===== src/rtl/trs_pkg.sv =====
// Shared types, constants and codes of the tracker row/order sequencer.
package trs_pkg;

	localparam int ORDER_DEPTH_DEF   = 256;
	localparam int PATTERN_COUNT_DEF = 256;

	localparam logic [7:0] SPEED_SPLIT  = 8'h20;
	localparam logic [3:0] NIBBLE_MASK  = 4'hF;
	localparam logic [3:0] DECIMAL_BASE = 4'd10;
	localparam logic [8:0] MAX_ROWS     = 9'd256;
	localparam logic [7:0] FX_BREAK     = 8'h0D;
	localparam logic [7:0] FX_EXTENDED  = 8'h0E;
	localparam logic [7:0] FX_SPEED     = 8'h0F;
	localparam logic [3:0] EXT_LOOP     = 4'd6;
	localparam logic [31:0] TICK_NUMER  = 32'd2500 << 16;
	localparam logic [31:0] TICK_RESET  = 32'd1310720;

	typedef enum logic [2:0] {
		OP_START  = 3'd0,
		OP_EFFECT = 3'd1,
		OP_TIME   = 3'd2,
		OP_ORDER  = 3'd3,
		OP_LENGTH = 3'd4
	} op_t;

	typedef enum logic [2:0] {
		CFG_ORDER_LENGTH = 3'd0,
		CFG_RESTART      = 3'd1,
		CFG_LOOP_PATTERN = 3'd2,
		CFG_INIT_TEMPO   = 3'd3,
		CFG_INIT_BPM     = 3'd4
	} cfg_idx_t;

	typedef enum logic [2:0] {
		ST_IDLE,
		ST_DIV,
		ST_READ,
		ST_ROW,
		ST_PATT,
		ST_DONE
	} state_t;

	typedef struct packed {
		logic [2:0]  operation;
		logic [7:0]  position;
		logic [7:0]  start_row;
		logic        song_loops;
		logic [7:0]  effect_code;
		logic [7:0]  fx_param;
		logic        first_cell;
		logic [15:0] elapsed_ms;
		logic [8:0]  table_value;
	} req_t;

	typedef struct packed {
		logic [7:0] order_position;
		logic [7:0] current_row;
		logic [7:0] current_pattern;
		logic       row_started;
		logic       tick_started;
		logic       finished;
		logic       is_playing;
		logic [4:0] tempo_now;
		logic [7:0] bpm_now;
	} rsp_t;

	typedef struct packed {
		logic start;
		logic busy;
	} div_ctl_t;

endpackage


===== src/rtl/trs_tables.sv =====
// Order table and pattern length table memories with registered reads.
module trs_tables import trs_pkg::*; #(
	parameter int ORDER_DEPTH   = ORDER_DEPTH_DEF,
	parameter int PATTERN_COUNT = PATTERN_COUNT_DEF
) (
	input  logic       clk,
	input  logic       ord_we,
	input  logic       len_we,
	input  logic [7:0] waddr,
	input  logic [8:0] wdata,
	input  logic [7:0] ord_raddr,
	input  logic [7:0] len_raddr,
	output logic [7:0] ord_rdata,
	output logic [8:0] len_rdata
);
	localparam int OAW = $clog2(ORDER_DEPTH);
	localparam int LAW = $clog2(PATTERN_COUNT);

	logic [7:0] ord_mem [ORDER_DEPTH];
	logic [8:0] len_mem [PATTERN_COUNT];
	logic       ord_ok_q;
	logic       len_ok_q;
	logic [7:0] ord_q;
	logic [8:0] len_q;

	always_ff @(posedge clk) begin
		if (ord_we && 32'(waddr) < ORDER_DEPTH) begin
			ord_mem[waddr[OAW-1:0]] <= wdata[7:0];
		end
		ord_q    <= ord_mem[ord_raddr[OAW-1:0]];
		ord_ok_q <= 32'(ord_raddr) < ORDER_DEPTH;
	end

	always_ff @(posedge clk) begin
		if (len_we && 32'(waddr) < PATTERN_COUNT) begin
			len_mem[waddr[LAW-1:0]] <= wdata;
		end
		len_q    <= len_mem[len_raddr[LAW-1:0]];
		len_ok_q <= 32'(len_raddr) < PATTERN_COUNT;
	end

	assign ord_rdata = ord_ok_q ? ord_q : 8'd0;
	assign len_rdata = len_ok_q ? len_q : 9'd0;
endmodule


===== config.mk =====
export PLATFORM = sky130hd
export DESIGN_NAME = trs_tables
export DESIGN_NICKNAME = d
export VERILOG_FILES = /design/src/rtl/trs_pkg.sv /design/src/rtl/trs_tables.sv
export SDC_FILE = /design/constraint.sdc
export NUM_CORES = 2
export LEC_CHECK = 0
export BUFFER_PORTS_ARGS = -buffer_cell sky130_fd_sc_hd__buf_2
export CORE_MARGIN = 2
export CORE_UTILIZATION = 45
export DETAILED_ROUTE_END_ITERATION = 8
export HOLD_SLACK_MARGIN = 0.15
export PLACE_DENSITY = 0.59
export SLEW_MARGIN = 20
export SYNTH_ARGS = -nofsm -noshare
export SYNTH_HDL_FRONTEND = slang
export SYNTH_MEMORY_MAX_BITS = 65536
export SYNTH_SLANG_ARGS = --single-unit

===== constraint.sdc =====
create_clock -name clk -period 2.6 [get_ports clk]
set_clock_uncertainty 0.15 [all_clocks]
set_input_delay 0.13 -clock clk [delete_from_list [all_inputs] [get_ports clk]]
set_output_delay 0.13 -clock clk [all_outputs]
set_load 0.02 [all_outputs]

# Word-level counts from Yosys, hierarchy flattened
# Memories as Yosys holds them, arrays and structs flattened. A register that Yosys moved wholly into a read port is not among the register bits.
# Index checks and enable logic that the tools add are counted.
op_classes:
  mux: 4
ops:
  columns: ["op", "count"]
  rows:
  - ["$mux 1", 4]
word_totals:
  output_inout_bits: 17
  ram_bits: 4352
  memories: 2
  wordCells: 6
  ff_bits: 0
mem_list:
  columns: ["memory", "depth", "width", "rd", "rd_ports_with_merged_regs", "wr", "line_no", "rtl"]
  rows:
  - ["len_mem", 256, 9, 1, 1, 1, "trs_tables.sv:20", "logic [8:0] len_mem [PATTERN_COUNT];"]
  - ["ord_mem", 256, 8, 1, 1, 1, "trs_tables.sv:19", "logic [7:0] ord_mem [ORDER_DEPTH];"]

# Logic depth before layout (Yosys ltp)
depth:
  ltp_word: 2
  mapped_depth: 13
  ltp_nobuf: 7

# Least setup slack after synthesis
# Ideal clock, no wire load.
synth_timing:
  path_kind: "input-to-reg"
  start: "input ord_raddr[0]"
  end: "register ord_q[0] (read register of ord_mem)"
  path_buffers: 3
  setup_slack_ns: 0.226
  path_stages: 7
  t_arrival_ns: 2.099
  required_ns: 2.325
  cell_sequence: "buf_4 -> buf_4 -> buf_2 -> mux4_2 -> mux4_2 -> a221oi_1 -> nor4_1"
synth_lines:
  columns: ["element", "line_no", "rtl"]
  rows:
  - ["start, declared", "trs_tables.sv:11", "input logic [7:0] ord_raddr,"]
  - ["end, declared", "trs_tables.sv:23", "logic [7:0] ord_q;"]

==> results.tsv <==
metric	value	unit
run status	completed	
antenna violations before repair	25	
area grow syn2layout	18.6	%
pin count of the biggest net entering global routing	145	
FF-to-FF path depth	9	
Fin Hold WS	164	ps
Total GRT Usage	23.4	%
post-synth top area cell	edfxtp_1	
Die Wd	616	um
Max Slew Vio Count	0	
Placed Instances	13600	
Synth top area share	77.4	%
clock root cell	clkbuf_16	
Core Util, Final	53.7	%
Core Area	373000	um2
Max-slew headroom	32.9	%
first-pass GRT wire length	639000	um
GPL Wtd Cong	0.862	
WP data required	3270	ps
footprint of the multi-input gates	35700	um2
EDFF count, synth	4352	
DIE AREA	380000	um2
final worst-path cycle share	99.7	%
Die Y	616	um
IO buf count	52	
Reg area	131000	um2
drc violations	0	
Ys Warns	0	
total power	147	mW
post-synth net total	7748	
Synth Register Bits	4369	
DP Wirelength	288000	um
Site Rows	224	
CTS H-tree lvls	5	
post-synthesis async set-or-reset flop share	0	%
Num Clock Sinks	4369	
crit path launch type	register	
First DRT Iteration DRCs	10100	
top area cells in the synthesized netlist	edfxtp_1 (77%), mux4_2 (15%), mux2i_1 (1.6%)	
actual slew at the worst max-slew pin	1000	ps
critical path type	register to register	
Pre-Repair DR Iteration Count	6	
clk buf depth	4	
hold crit path type	primary input to register	
CTS Buf Count	431	
Flop pwr share	52.8	%
post-route insts no fill	14500	
Hold Fails Final Rpt	0	
Pleak	65.0	nW
fin crit period	2590	ps
power per cell area	736	nW/um2
max-cap viol count	0	
drt wl/cell	31.0	um
hold depth	6	
Fillers	28400	
Synth Instances	7712	
Initial Util	45.3	%
prevailing post-synth register cell	edfxtp_1	
Unique masters post-synth	58	
Metal-1 WL	184000	um
Design Area, Final	200000	um2
clock slew at reported path FFs	60	ps
maximum vdd drop	566	uV
TritonCTS clock tree	yes	
Routed Antenna Nets	0	
switching part of the total	21.4	%
commonest cells in the netlist	edfxtp_1 (4352), mux4_2 (1088), nor2_1 (586)	
crit path DAT	3260	ps
Placement Cell Area	185000	um2
DR vias/cell	5.89	
highest routed layer	met5	
Post-CTS Setup Bufs	0	
Post-Syn Area	169000	um2
crit end category	register	
Psw	31.5	mW
Post-Syn Area per Cell	21.9	um2
Setup violations, final	0	
Internal	116	mW
Comb pwr share	5.8	%
wire length on met2	219000	um
clk_lat worst skew	990	ps
RSZ-0062 raised after global routing	yes	
f_max	0.386	GHz
count leader, synth	edfxtp_1	
layout cells sized above 1	33.6	%
routed length on met3	34500	um
vias in the first global route	86500	
layout net count	9174	
I/O Pins	53	
gr ovfl total	0	
Max Fanout on Critical Path	1	
Detailed Route WL	448000	um
Clk pwr share	41.4	%
vias post-DR	85200	
Seq/Total Area, Yosys	77.6	%
cell type report:
type | instances | share of cell area, %
diodes | 4 | 0.00500
clock buffers | 530 | 5.62
clock inverters | 260 | 1.23
inverters | 10 | 0.0212
multi-input cells | 2871 | 17.8
flip-flops and latches | 4369 | 65.4
well taps | 4972 | 3.11
repair buffers | 1455 | 6.73
layout by cell type (no fill, tap or decap), types with 16 or more instances in the layout:
cell and instances:
nor2_1 578, a211oi_1 47, mux2_2 22, mux4_2 1088
clkinv_1 104, a22oi_1 69, buf_12 190, a221oi_1 19
o221ai_1 81, o22ai_1 69, nand2_1 169, o21ai_0 61
buf_2 36, dlygate4sd3_1 53, mux2i_1 265, edfxtp_1 4352
bufinv_16 40, nand2b_1 18, a21oi_1 109, clkbuf_16 434
clkbuf_1 93, nor4_1 17, dfxtp_1 17, nor2b_1 38
buf_4 1156, clkinv_2 81, nand3_1 16
routing by layer:
layer | vias to the layer above | GRT usage [%]
met3 | 615 | 3.53
li1 | 35300 | -
met4 | 10 | 5.62
met1 | 45700 | 33.3
met5 | - | 0
met2 | 3597 | 38.2
power groups by stage:
stage | clock network, mW | registers [mW] | logic (mW)
4_1_cts | 61.9 | 77.8 | 8.61
2_1_floorplan | 0 | 79.3 | 3.76
3_5_place_dp | 0 | 79.3 | 8.40
5_1_grt | 64.6 | 77.7 | 8.98
6_report | 60.9 | 77.8 | 8.60
3_3_place_gp | 0 | 79.3 | 8.29
repair_timing:
action | CTS | global route
gates resized for setup | 32 | 34
setup endpoints to repair | 12 | 117
pin swaps | 5 | 17
hold endpoints to repair | 7446 | 1
hold buffers | 59 | 1
final timing paths:
path	from	end	slack (ps)
setup / recovery	ord_mem[9][6]	ord_q[6]	7
hold / removal	len_raddr[2]	len_q[6]	160
setup reg to reg	ord_mem[9][6]	ord_q[6]	7
hold reg to reg	ord_mem[237][0]	ord_q[0]	910
sequential cells by signal (all words and copies together) (netlist names):
name,count
len_mem,2304
len_q,9
ord_q,8
ord_mem,2048
stage by stage:
stage               TNS, ps  worst slack (ps)
finish                    0              7.13
global route          -83.4             -63.7
CTS                    -269             -69.5
detailed placement    -8710              -749
global placement      -9250              -760
floorplan                 0               226
kinds of logic after synthesis:
| kind of cell | Yosys count | share of synthesized area [%] |
|---|---|---|
| and+or+nand+nor | 937 | 2.34 |
| muxes | 1379 | 16.3 |
| AOI/OAI and AO/OA | 555 | 2.26 |
| buffers and inverters | 472 | 1.50 |
| DFF | 4369 | 77.6 |
worst max-delay path, cell delays in order, from the launching register on:
cell,delay [ps]
edfxtp_1,380
mux4_2,510
mux2i_4,180
nor2_2,80
o41ai_2,350
buf_4,180
a21oi_4,40
a311oi_4,330
buf_6,190
nor4_4,50
No activity file was read; power rests on OpenSTA's default activity.
