===== src/rtl/trs_pkg.sv =====
// Shared types, constants and codes of the tracker row/order sequencer.
package trs_pkg;

	localparam int ORDER_DEPTH_DEF   = 256;
	localparam int PATTERN_COUNT_DEF = 256;

	localparam logic [7:0] SPEED_SPLIT  = 8'h20;
	localparam logic [3:0] NIBBLE_MASK  = 4'hF;
	localparam logic [3:0] DECIMAL_BASE = 4'd10;
	localparam logic [8:0] MAX_ROWS     = 9'd256;
	localparam logic [7:0] FX_BREAK     = 8'h0D;
	localparam logic [7:0] FX_EXTENDED  = 8'h0E;
	localparam logic [7:0] FX_SPEED     = 8'h0F;
	localparam logic [3:0] EXT_LOOP     = 4'd6;
	localparam logic [31:0] TICK_NUMER  = 32'd2500 << 16;
	localparam logic [31:0] TICK_RESET  = 32'd1310720;

	typedef enum logic [2:0] {
		OP_START  = 3'd0,
		OP_EFFECT = 3'd1,
		OP_TIME   = 3'd2,
		OP_ORDER  = 3'd3,
		OP_LENGTH = 3'd4
	} op_t;

	typedef enum logic [2:0] {
		CFG_ORDER_LENGTH = 3'd0,
		CFG_RESTART      = 3'd1,
		CFG_LOOP_PATTERN = 3'd2,
		CFG_INIT_TEMPO   = 3'd3,
		CFG_INIT_BPM     = 3'd4
	} cfg_idx_t;

	typedef enum logic [2:0] {
		ST_IDLE,
		ST_DIV,
		ST_READ,
		ST_ROW,
		ST_PATT,
		ST_DONE
	} state_t;

	typedef struct packed {
		logic [2:0]  operation;
		logic [7:0]  position;
		logic [7:0]  start_row;
		logic        song_loops;
		logic [7:0]  effect_code;
		logic [7:0]  fx_param;
		logic        first_cell;
		logic [15:0] elapsed_ms;
		logic [8:0]  table_value;
	} req_t;

	typedef struct packed {
		logic [7:0] order_position;
		logic [7:0] current_row;
		logic [7:0] current_pattern;
		logic       row_started;
		logic       tick_started;
		logic       finished;
		logic       is_playing;
		logic [4:0] tempo_now;
		logic [7:0] bpm_now;
	} rsp_t;

	typedef struct packed {
		logic start;
		logic busy;
	} div_ctl_t;

endpackage


===== src/rtl/trs_div.sv =====
// Restoring serial divider for the tick length, one quotient bit a cycle.
module trs_div import trs_pkg::*; (
	input  logic        clk,
	input  logic        arst_n,
	input  div_ctl_t    ctl,
	input  logic [7:0]  divisor,
	output logic        busy,
	output logic [31:0] quotient
);
	logic [31:0] quo_q;
	logic [7:0]  rem_q;
	logic [5:0]  cnt_q;
	logic [8:0]  trial;

	assign trial = {rem_q, quo_q[31]} - {1'b0, divisor};

	always_ff @(posedge clk or negedge arst_n) begin
		if (!arst_n) begin
			cnt_q <= '0;
		end else if (ctl.start) begin
			cnt_q <= 6'd32;
		end else if (cnt_q != 6'd0) begin
			cnt_q <= cnt_q - 6'd1;
		end
	end

	always_ff @(posedge clk) begin
		if (ctl.start) begin
			quo_q <= TICK_NUMER;
			rem_q <= '0;
		end else if (cnt_q != 6'd0) begin
			if (!trial[8]) begin
				rem_q <= trial[7:0];
				quo_q <= {quo_q[30:0], 1'b1};
			end else begin
				rem_q <= {rem_q[6:0], quo_q[31]};
				quo_q <= {quo_q[30:0], 1'b0};
			end
		end
	end

	assign busy     = (cnt_q != 6'd0);
	assign quotient = quo_q;

	assert property (@(posedge clk) disable iff (!arst_n) ctl.start |=> busy)
		else $error("divider did not start");
	assert property (@(posedge clk) disable iff (!arst_n) busy |-> cnt_q <= 6'd32)
		else $error("divider count out of range");
	assert property (@(posedge clk) disable iff (!arst_n)
		($past(cnt_q) == 6'd1) |-> !busy)
		else $error("divider did not stop");
endmodule


===== config.mk =====
export PLATFORM = sky130hd
export DESIGN_NAME = trs_div
export DESIGN_NICKNAME = d
export VERILOG_FILES = /design/src/rtl/trs_pkg.sv /design/src/rtl/trs_div.sv
export SDC_FILE = /design/constraint.sdc
export NUM_CORES = 1
export LEC_CHECK = 0
export BUFFER_PORTS_ARGS = -buffer_cell sky130_fd_sc_hd__buf_2
export CORE_MARGIN = 1.5
export CORE_UTILIZATION = 40
export CTS_CLUSTER_DIAMETER = 150
export DETAILED_ROUTE_END_ITERATION = 10
export GPL_ROUTABILITY_DRIVEN = 0
export PLACE_DENSITY = 0.65
export SYNTH_ARGS = -nofsm -noshare
export SYNTH_HDL_FRONTEND = slang
export SYNTH_SLANG_ARGS = --single-unit

===== constraint.sdc =====
create_clock -name clk -period 3.21 [get_ports clk]
set_input_delay 0.321 -clock clk [delete_from_list [all_inputs] [get_ports clk]]
set_output_delay 0.321 -clock clk [all_outputs]
set_load 0.01 [all_outputs]

# [Word level (Yosys, flattened, before mapping)]
# Index checks and enable logic that the tools add are counted.
[totals] input_bits=12 latch_bits=0 mem_bits_ro=0 output_inout_bits=33 ramBits=0 n_memories=0 ff_bits=46 word_cells=11
[op_classes] div=0 n_shift=0 eq_ne=0 n_reduce_logical=2 mul=0 magnitude_cmp=0 mux=4 add_sub_neg=2 bitwise=0
[op_table] op="$mux W6" n=2
[op_table] op="$sub A9 B8 Y9" n=1
[op_table] op="$mux W8" n=1
[op_table] op="$reduce_bool A6 Y1" n=1
[op_table] op="$sub A6 B1 Y6 const B" n=1
[op_table] op="$reduce_bool A2 Y1" n=1
[op_table] op="$mux W1" n=1

# [Longest topological paths before layout]
# Gate-level depths: netlist of run 1.
[logic_depth] depth_word=3 mapped_depth=9 mapped_depth_nobuf=9

# [Worst setup path after synthesis of run 1]
# Ideal clock, no wire load.
[synth_path] kind="register -> register" startpoint="reg quo_q[31], in the netlist quotient[31]" endpoint="reg rem_q[3]" setup_slack_ns=0.860 path_stages_with_launch=10 synth_period_minus_slack_ns=2.350 arrival_time_ns=2.259 n_path_buf=0 path_cell_list="dfxtp_1 inv_1 ha_1 inv_1 fa_1 a211oi_4 o211a_4 o211ai_4 or3_1 a311oi_1"
[synth_via] elab_chain_len=2
[synth_rtl] item="start, declared" line="trs_div.sv:10" text="logic [31:0] quo_q;"
[synth_rtl] item="start signal, assigned" line="trs_div.sv:34" text="quo_q <= {quo_q[30:0], 1'b1};"
[synth_rtl] item="start signal, assigned" line="trs_div.sv:37" text="quo_q <= {quo_q[30:0], 1'b0};"
[synth_rtl] item="$sub A9 B8 Y9" line="trs_div.sv:15" text="assign trial = {rem_q, quo_q[31]} - {1'b0, divisor};"
[synth_rtl] item="$mux W8" line="trs_div.sv:32" text="if (!trial[8]) begin"
[synth_rtl] item="end signal, assigned" line="trs_div.sv:33" text="rem_q <= trial[7:0];"
[synth_rtl] item="end signal, assigned" line="trs_div.sv:36" text="rem_q <= {rem_q[6:0], quo_q[31]};"
[synth_rtl] item="end, declared" line="trs_div.sv:11" text="logic [7:0] rem_q;"
# Every way passes these cells.
# A chain may end at the register's enable or synchronous reset.

# [Worst setup path after layout of run 1]
# Ends and elaborated chain as after synthesis.

==> flow_results.xml, run 1 <==
<?xml version="1.0" encoding="UTF-8"?>
<metrics>
  <group name="status">
    <metric name="outcome" unit="">complete, no violations</metric>
  </group>
  <group name="placement">
    <metric name="hpwl" unit="mm">3.236</metric>
    <metric name="pre_cts_worst_setup_slack" unit="ns">0.6832</metric>
    <metric name="placement.io_buffers" unit="">43</metric>
  </group>
  <group name="clock_tree">
    <metric name="clock-sinks" unit="">46</metric>
    <metric name="cts_buffers" unit="">5</metric>
    <metric name="cts_tree" unit="">built</metric>
    <metric name="clock_path_buffers" unit="">2</metric>
    <metric name="cts.root.buffer_cell" unit="">sky130_fd_sc_hd__clkbuf_8</metric>
    <metric name="cts.repair.resized" unit="">0</metric>
    <metric name="cts_max_level" unit="">2</metric>
    <metric name="clkSlewWorstSetupHoldPaths" unit="ns">0.08</metric>
    <metric name="worst_skew_pair.late_latency" unit="ns">0.30</metric>
  </group>
  <group name="die">
    <metric name="ioPinCount" unit="">45</metric>
    <metric name="floorplan.rows" unit="">26</metric>
    <metric name="die_x" unit="um">77.62</metric>
    <metric name="overall_die_area" unit="um^2">6024</metric>
    <metric name="floorplan.initialDensity" unit="">0.4252</metric>
    <metric name="die_h" unit="um">77.62</metric>
    <metric name="placeableCoreArea" unit="um^2">5238</metric>
  </group>
  <group name="global_routing">
    <metric name="vias_in_the_first_global_route" unit="">1749</metric>
    <metric name="grt_max_degree" unit="">49</metric>
    <metric name="grt_first_pass_wirelength" unit="mm">8.038</metric>
    <metric name="antenna_found_initial" unit="">0</metric>
    <metric name="overall_fraction_of_global_route_tracks_in_use" unit="">0.1651</metric>
    <metric name="grt.overflow.total" unit="">0</metric>
  </group>
  <group name="setup_path">
    <metric name="timing.critical_path.required" unit="ns">3.42</metric>
    <metric name="critical_path.endpoint_type" unit="">register</metric>
    <metric name="worstPathArrival" unit="ns">2.71</metric>
    <metric name="timing.critical_path.from_type" unit="">register</metric>
    <metric name="critical_path_peak_fanout" unit="">8</metric>
    <metric name="r2r_setup_slack" unit="ns">0.71</metric>
    <metric name="critPathKind" unit="">reg -&gt; reg</metric>
  </group>
  <group name="sta">
    <metric name="slew-limit-headroom" unit="">0.4454</metric>
    <metric name="achievable-frequency" unit="MHz">399.5</metric>
    <metric name="hold_ws" unit="ns">0.3602</metric>
    <metric name="final.setup.worst_slack" unit="ns">0.7067</metric>
    <metric name="setup-violations-final" unit="">0</metric>
    <metric name="tightest_pin_transition" unit="ns">0.8320</metric>
    <metric name="worst_clock_skew" unit="ns">0.003478</metric>
    <metric name="final-max-slew-violation-count" unit="">0</metric>
    <metric name="hold_vio_cnt_final" unit="">0</metric>
    <metric name="final.min_clock_period" unit="ns">2.503</metric>
    <metric name="grt_setup_unrepaired" unit="">false</metric>
    <metric name="period_share" unit="">0.7798</metric>
    <metric name="tns" unit="ns">0</metric>
  </group>
  <group name="routing">
    <metric name="ant_nets" unit="">0</metric>
    <metric name="routed_wirelength" unit="mm">4.700</metric>
    <metric name="detail_route.wl_per_cell" unit="um">12.30</metric>
    <metric name="detail_route.vias_per_cell" unit="">5.060</metric>
    <metric name="vias" unit="">1933</metric>
    <metric name="initialDrtViolationCount" unit="">58</metric>
    <metric name="firstDrtPassIters" unit="">4</metric>
    <metric name="route.detailed.drc" unit="">0</metric>
  </group>
  <group name="synth">
    <metric name="synth_compound_gate_area_share" unit="">0.1888</metric>
    <metric name="ys_warn_count" unit="">0</metric>
    <metric name="synth-main-ff-cell" unit="">sky130_fd_sc_hd__dfxtp_1</metric>
    <metric name="synth_cell_type_count" unit="">44</metric>
    <metric name="synthAdderAreaFrac" unit="">0.05955</metric>
    <metric name="netlist_instances" unit="">273</metric>
    <metric name="yosys.area_share.xor_xnor" unit="">0.01573</metric>
    <metric name="number_of_storage_elements_in_the_synthesis_netlist" unit="">46</metric>
    <metric name="async_reset_ff_frac" unit="">0.1304</metric>
    <metric name="syn-cell-area" unit="um^2">2227</metric>
    <metric name="synth-edff-count" unit="">0</metric>
    <metric name="post_synth_mux_area_share" unit="">0.01854</metric>
    <metric name="synth.avg_cell_area" unit="um^2">8.158</metric>
    <metric name="synth_top_family_by_area" unit="">simple AND/OR/NAND/NOR gates</metric>
    <metric name="ys_seq_area_frac" unit="">0.4270</metric>
    <metric name="synth_simple_gate_area_share" unit="">0.2399</metric>
    <metric name="synth.net_count" unit="">295</metric>
  </group>
  <group name="power_and_ir_drop">
    <metric name="power.leakage" unit="nW">1.118</metric>
    <metric name="clockPowerShare" unit="">0.177</metric>
    <metric name="swShare" unit="">0.3971</metric>
    <metric name="internal-power" unit="mW">1.187</metric>
    <metric name="power_frac_comb" unit="">0.429</metric>
    <metric name="power.share.sequential" unit="">0.394</metric>
    <metric name="power_density" unit="nW/um^2">763.3</metric>
    <metric name="vdd_drop_max" unit="V">0.0003450</metric>
    <metric name="p_switching" unit="uW">781.7</metric>
  </group>
  <group name="finish">
    <metric name="num-nets-final" unit="">333</metric>
    <metric name="antenna_cells_inserted" unit="">0</metric>
    <metric name="layout-drive-gt1-share" unit="">0.1923</metric>
    <metric name="syn_to_final_growth" unit="%">15.79</metric>
  </group>
  <group name="job">
    <metric name="cap_viol_max_count" unit="">0</metric>
  </group>
  <group name="hold_path">
    <metric name="worst_min_delay_path_category" unit="">in -&gt; async</metric>
  </group>
</metrics>
==> routing by layer <==
layer | track usage | routed length [um] | up-vias
li1 | - | - | 995
met1 | 0.2313 | 2345 | 898
met2 | 0.2478 | 2090 | 34
met3 | 0.03765 | 197 | 6
met4 | 0.05818 | 66 | 0
met5 | 0 | 0 | -
==> cell usage in the layout (no fill, tap or decap), drive strengths merged, types with 3 or more instances in the layout <==
| cell type | instances |
|---|---|
| dfxtp | 40 |
| nand3 | 3 |
| nand2 | 73 |
| buf | 46 |
| inv | 12 |
| nand3b | 7 |
| clkbuf | 7 |
| nand2b | 3 |
| a21oi | 35 |
| o21ai | 3 |
| dfrtp | 6 |
| nor2 | 21 |
| o211ai | 4 |
| or3 | 3 |
| ha | 9 |
| a311oi | 5 |
| nor3 | 3 |
| mux2i | 3 |
| a211oi | 5 |
==> repair_timing <==
action | in CTS | in global routing
hold buffers | 1 | 0
setup buffers | 0 | 0
setup endpoints to repair | 0 | 0
endpoints found under the hold margin | 6 | 0
==> power groups by stage <==
stage | sequential, mW | combinational (mW) | clock (mW)
floorplan | 0.783 | 0.655 | 0
global placement | 0.787 | 0.835 | 0
detailed placement | 0.790 | 0.846 | 0
CTS | 0.777 | 0.852 | 0.361
global route | 0.796 | 0.956 | 0.378
finish | 0.776 | 0.844 | 0.349
==> Yosys cell counts (all sizes together), types with 3 or more instances <==
cell    number  area [um^2]
a211oi       5        50.05
nand3b       7        52.55
inv         12        45.04
a311oi       5        43.79
clkbuf      10        38.78
dfrtp        6        150.1
o211ai       4        53.80
dfxtp       40        800.8
or3          3        18.77
nand2       73        274.0
o21ai        3        15.01
a21oi       35        178.9
nor2        21        78.83
nand2b       3        18.77
buf          6        28.77
mux2i        3        30.03
nand3        3        15.01
ha           9        112.6
nor3         3        15.01
==> state kept, by name (all words and copies together), names as in the netlist <==
register	cells
cnt_q	6
rem_q	8
quotient	32
==> metrics by stage <==
stage                 util  area [um^2]  cells  power [mW]
floorplan                -         2227    273       1.438
global placement    0.4744         2485    373       1.623
detailed placement  0.4744         2485    373       1.636
CTS                 0.4924         2579    382       1.990
global route        0.4924         2579    382       2.131
finish              0.4924         2579    382       1.968
==> worst paths after layout <==
check,startpoint,depth (start not counted),to
max in group asynchronous,arst_n,2,cnt_q[1]$_DFFE_PN0P_
min in group clk,divisor[0],4,rem_q[0]$_SDFFE_PP0P_
worst max-delay path,quotient[31]$_SDFFE_PP0P_,9,rem_q[3]$_SDFFE_PP0P_
worst min register to register,quotient[31]$_SDFFE_PP0P_,2,quotient[31]$_SDFFE_PP0P_
worst min-delay path,arst_n,2,cnt_q[5]$_DFFE_PN0P_
worst max register to register,quotient[31]$_SDFFE_PP0P_,9,rem_q[3]$_SDFFE_PP0P_
==> worst max-delay path, stage by stage, from the launching register on <==
cell	delay (ns)
sky130_fd_sc_hd__dfxtp_1	0.32
sky130_fd_sc_hd__inv_1	0.07
sky130_fd_sc_hd__ha_1	0.15
sky130_fd_sc_hd__inv_1	0.05
sky130_fd_sc_hd__fa_1	0.43
sky130_fd_sc_hd__a211oi_4	0.36
sky130_fd_sc_hd__o211a_4	0.24
sky130_fd_sc_hd__o211ai_4	0.13
sky130_fd_sc_hd__or3_1	0.41
sky130_fd_sc_hd__a311oi_1	0.25
==> cell type report <==
type	instances	area (um^2)
clock inverter	1	7.507
multi-input combinational	199	1164
sequential	46	950.9
fill	547	2659
timing repair buffer	47	247.7
clock buffer	7	76.32
tap	70	87.58
inverter	12	45.04
==> kinds of logic (layout without fill, tap and decap cells) <==
| kind of cell | after synthesis | after routing |
|---|---|---|
| AOI/OAI and AO/OA | 60 | 60 |
| DFF | 46 | 46 |
| buffers and inverters | 28 | 67 |
| adders and majority gates | 10 | 10 |
| xor gates and xnor gates | 4 | 4 |
| and+or+nand+nor | 121 | 121 |
| muxes | 4 | 4 |
Note: power is estimated with default switching activity, not from simulation.
==> run 2: changes to the inputs <==
Settings changed: PLACE_DENSITY 0.65 to 0.68.
Clock period 3.21 ns to 2.3 ns, I/O delays scaled along.
==> run 2 against run 1 <==
Non-clock buffer count rose by 4. Wire length is 3.4% higher. Count of clock-buffer cells in the layout unchanged. Final cell count increased by 1.0%. Flip-flop and latch count unchanged. Critical endpoint is now rem_q[0]$_SDFFE_PP0P_. Largest power group unchanged.
==> flow_results.xml, run 2 (synthesis gave the netlist of run 1 again) <==
<?xml version="1.0" encoding="UTF-8"?>
<metrics>
  <group name="finish">
    <metric name="filler_cell_count" unit="">523</metric>
    <metric name="antenna_cells_inserted" unit="">0</metric>
    <metric name="final_cell_mix" unit="">sky130_fd_sc_hd__nand2_1 (73), sky130_fd_sc_hd__buf_2 (43), sky130_fd_sc_hd__dfxtp_1 (39)</metric>
    <metric name="syn_to_final_growth" unit="%">19.66</metric>
    <metric name="mostFrequentLayoutCell" unit="">sky130_fd_sc_hd__nand2_1</metric>
    <metric name="register_area" unit="um^2">952.2</metric>
    <metric name="multiInputGateArea" unit="um^2">1200</metric>
    <metric name="layout-drive-gt1-share" unit="">0.2247</metric>
    <metric name="largest_reg_flops" unit="">32</metric>
    <metric name="post-route-cell-area" unit="um^2">2665</metric>
    <metric name="final_instance_count_excl_fillers" unit="">386</metric>
    <metric name="num-nets-final" unit="">337</metric>
  </group>
  <group name="sta">
    <metric name="worst_clock_skew" unit="ns">0.006681</metric>
    <metric name="achievable-frequency" unit="MHz">437.5</metric>
    <metric name="final-max-slew-violation-count" unit="">0</metric>
    <metric name="tightest_pin_transition" unit="ns">0.8228</metric>
    <metric name="final.setup.worst_slack" unit="ns">0.01428</metric>
    <metric name="period_share" unit="">0.9938</metric>
    <metric name="slew-limit-headroom" unit="">0.4515</metric>
    <metric name="grt_setup_unrepaired" unit="">true</metric>
    <metric name="final.min_clock_period" unit="ns">2.286</metric>
    <metric name="hold_ws" unit="ns">0.2732</metric>
    <metric name="setup-violations-final" unit="">0</metric>
    <metric name="hold_vio_cnt_final" unit="">0</metric>
  </group>
  <group name="power_and_ir_drop">
    <metric name="power_frac_comb" unit="">0.448</metric>
    <metric name="internal-power" unit="mW">1.763</metric>
    <metric name="power_density" unit="nW/um^2">1085</metric>
    <metric name="vdd_drop_max" unit="V">0.0004357</metric>
    <metric name="swShare" unit="">0.3904</metric>
    <metric name="power.share.sequential" unit="">0.371</metric>
    <metric name="power.leakage" unit="nW">1.152</metric>
    <metric name="p_switching" unit="mW">1.129</metric>
    <metric name="clockPowerShare" unit="">0.182</metric>
  </group>
  <group name="placement">
    <metric name="hpwl" unit="mm">3.382</metric>
    <metric name="detailed_place.area" unit="um^2">2510</metric>
    <metric name="placement.io_buffers" unit="">43</metric>
    <metric name="pre_cts_worst_setup_slack" unit="ns">0.04532</metric>
    <metric name="placed_cells" unit="">376</metric>
  </group>
  <group name="setup_path">
    <metric name="worstPathArrival" unit="ns">2.54</metric>
    <metric name="critical_path_peak_fanout" unit="">7</metric>
    <metric name="critical_path.cell_chain" unit="">inv_2, ha_4, inv_2, fa_2, a211oi_4, o211a_4, o211ai_4, buf_6, or4_1, nand3_1</metric>
    <metric name="timing.critical_path.from_type" unit="">register</metric>
    <metric name="worst_r2r_path_depth" unit="">10</metric>
    <metric name="worst_path_most_repeated_cell" unit="">sky130_fd_sc_hd__inv_2</metric>
    <metric name="critical_path.endpoint_type" unit="">register</metric>
    <metric name="slowest_stage" unit="">sky130_fd_sc_hd__fa_2</metric>
    <metric name="crit_path_max_incr_delay" unit="ns">0.41</metric>
    <metric name="timing.critical_path.required" unit="ns">2.55</metric>
    <metric name="worstReg2RegEnd" unit="">rem_q[0]$_SDFFE_PP0P_</metric>
    <metric name="critPathKind" unit="">reg -&gt; reg</metric>
    <metric name="r2r_setup_slack" unit="ns">0.01</metric>
    <metric name="rr_startpoint" unit="">quotient[31]$_SDFFE_PP0P_</metric>
  </group>
  <group name="clock_tree">
    <metric name="cts_max_level" unit="">2</metric>
    <metric name="cts.root.buffer_cell" unit="">sky130_fd_sc_hd__clkbuf_8</metric>
    <metric name="clock-sinks" unit="">46</metric>
    <metric name="clock_path_buffers" unit="">2</metric>
    <metric name="cts_buffers" unit="">5</metric>
    <metric name="worst_skew_pair.late_latency" unit="ns">0.30</metric>
    <metric name="cts_tree" unit="">built</metric>
    <metric name="clkSlewWorstSetupHoldPaths" unit="ns">0.09</metric>
  </group>
  <group name="routing">
    <metric name="detailroute.wirelength.met2" unit="mm">2.244</metric>
    <metric name="routed-wl-met3" unit="um">246</metric>
    <metric name="vias" unit="">1980</metric>
    <metric name="detail_route.vias_per_cell" unit="">5.130</metric>
    <metric name="ant_nets" unit="">0</metric>
    <metric name="route.detailed.drc" unit="">0</metric>
    <metric name="routed_wirelength" unit="mm">4.861</metric>
    <metric name="initialDrtViolationCount" unit="">134</metric>
    <metric name="detail_route.wl_per_cell" unit="um">12.59</metric>
    <metric name="firstDrtPassIters" unit="">4</metric>
    <metric name="routedLengthMet1" unit="mm">2.243</metric>
    <metric name="routed.top_layer" unit="">met4</metric>
  </group>
  <group name="die">
    <metric name="die_h" unit="um">77.62</metric>
    <metric name="floorplan.initialDensity" unit="">0.4252</metric>
    <metric name="overall_die_area" unit="um^2">6024</metric>
    <metric name="placeableCoreArea" unit="um^2">5238</metric>
    <metric name="floorplan.rows" unit="">26</metric>
    <metric name="ioPinCount" unit="">45</metric>
    <metric name="die_x" unit="um">77.62</metric>
  </group>
  <group name="global_routing">
    <metric name="grt.overflow.total" unit="">0</metric>
    <metric name="grt_first_pass_wirelength" unit="mm">8.183</metric>
    <metric name="antenna_found_initial" unit="">0</metric>
    <metric name="vias_in_the_first_global_route" unit="">1820</metric>
    <metric name="overall_fraction_of_global_route_tracks_in_use" unit="">0.1702</metric>
    <metric name="grt_max_degree" unit="">49</metric>
  </group>
  <group name="job">
    <metric name="cap_viol_max_count" unit="">0</metric>
  </group>
  <group name="hold_path">
    <metric name="worst_min_delay_path_category" unit="">in -&gt; async</metric>
  </group>
  <group name="status">
    <metric name="outcome" unit="">complete, no violations</metric>
  </group>
</metrics>
run 2: cell types whose count changed in the layout (fill, tap and decap cells not counted), sizes merged:
cell / before / now
inv: 12 / 13
clkinvlp: 1 / 0
buf: 46 / 50
run 2: per-layer routing:
layer / global-route usage / vias up
li1: - / 1013
met4: 0.08364 / 0
met5: 0 / -
met1: 0.2168 / 910
met3: 0.04353 / 12
met2: 0.2661 / 45
run 2: worst max path at each step:
stage / from / end / slack [ns]
finish: quotient[31]$_SDFFE_PP0P_ / rem_q[0]$_SDFFE_PP0P_ / 0.01
global route: quotient[31]$_SDFFE_PP0P_ / rem_q[5]$_SDFFE_PP0P_ / -0.07
CTS: quotient[31]$_SDFFE_PP0P_ / rem_q[0]$_SDFFE_PP0P_ / 0.03
detailed placement: quotient[31]$_SDFFE_PP0P_ / rem_q[0]$_SDFFE_PP0P_ / 0.05
global placement: quotient[31]$_SDFFE_PP0P_ / rem_q[0]$_SDFFE_PP0P_ / 0.09
floorplan: quotient[31]$_SDFFE_PP0P_ / rem_q[3]$_SDFFE_PP0P_ / 0.05
run 2: power by group through the flow:
stage	Clock (mW)	Sequential, mW	Combinational, mW
after floorplan	0	1.09	0.916
after detailed placement	0	1.09	1.21
final	0.525	1.07	1.29
after CTS	0.545	1.07	1.22
after global routing	0.583	1.10	1.44
after global placement	0	1.09	1.18
run 2: final cells by class:
type | count | area share
clock inverter | 1 | 0.003286
tap | 70 | 0.03286
clock buffer | 7 | 0.03239
multi-input combinational | 199 | 0.4502
timing repair buffer | 51 | 0.1070
inverter | 12 | 0.01690
sequential | 46 | 0.3573
run 2: timing repair:
action,4_1_cts,5_1_grt
setup endpoints to repair,0,7
endpoints found under the hold margin,6,0
hold buffers,1,0
gates resized for setup,0,10
setup buffers,0,1
run 2: through the flow:
stage          total power, mW  TNS [ns]  utilization
2_1_floorplan            2.008         0            -
3_3_place_gp             2.276         0       0.4792
3_5_place_dp             2.306         0       0.4792
4_1_cts                  2.841         0       0.4993
5_1_grt                  3.125   -0.1922       0.5088
6_report                 2.892         0       0.5088
run 2: worst max-delay path: cells and delay by family (launching register included):
family	cells	cell delay (ns)
compound gates	3	0.61
fa+ha+maj	2	0.54
buf+inv	3	0.26
flops	1	0.34
simple gates	2	0.48
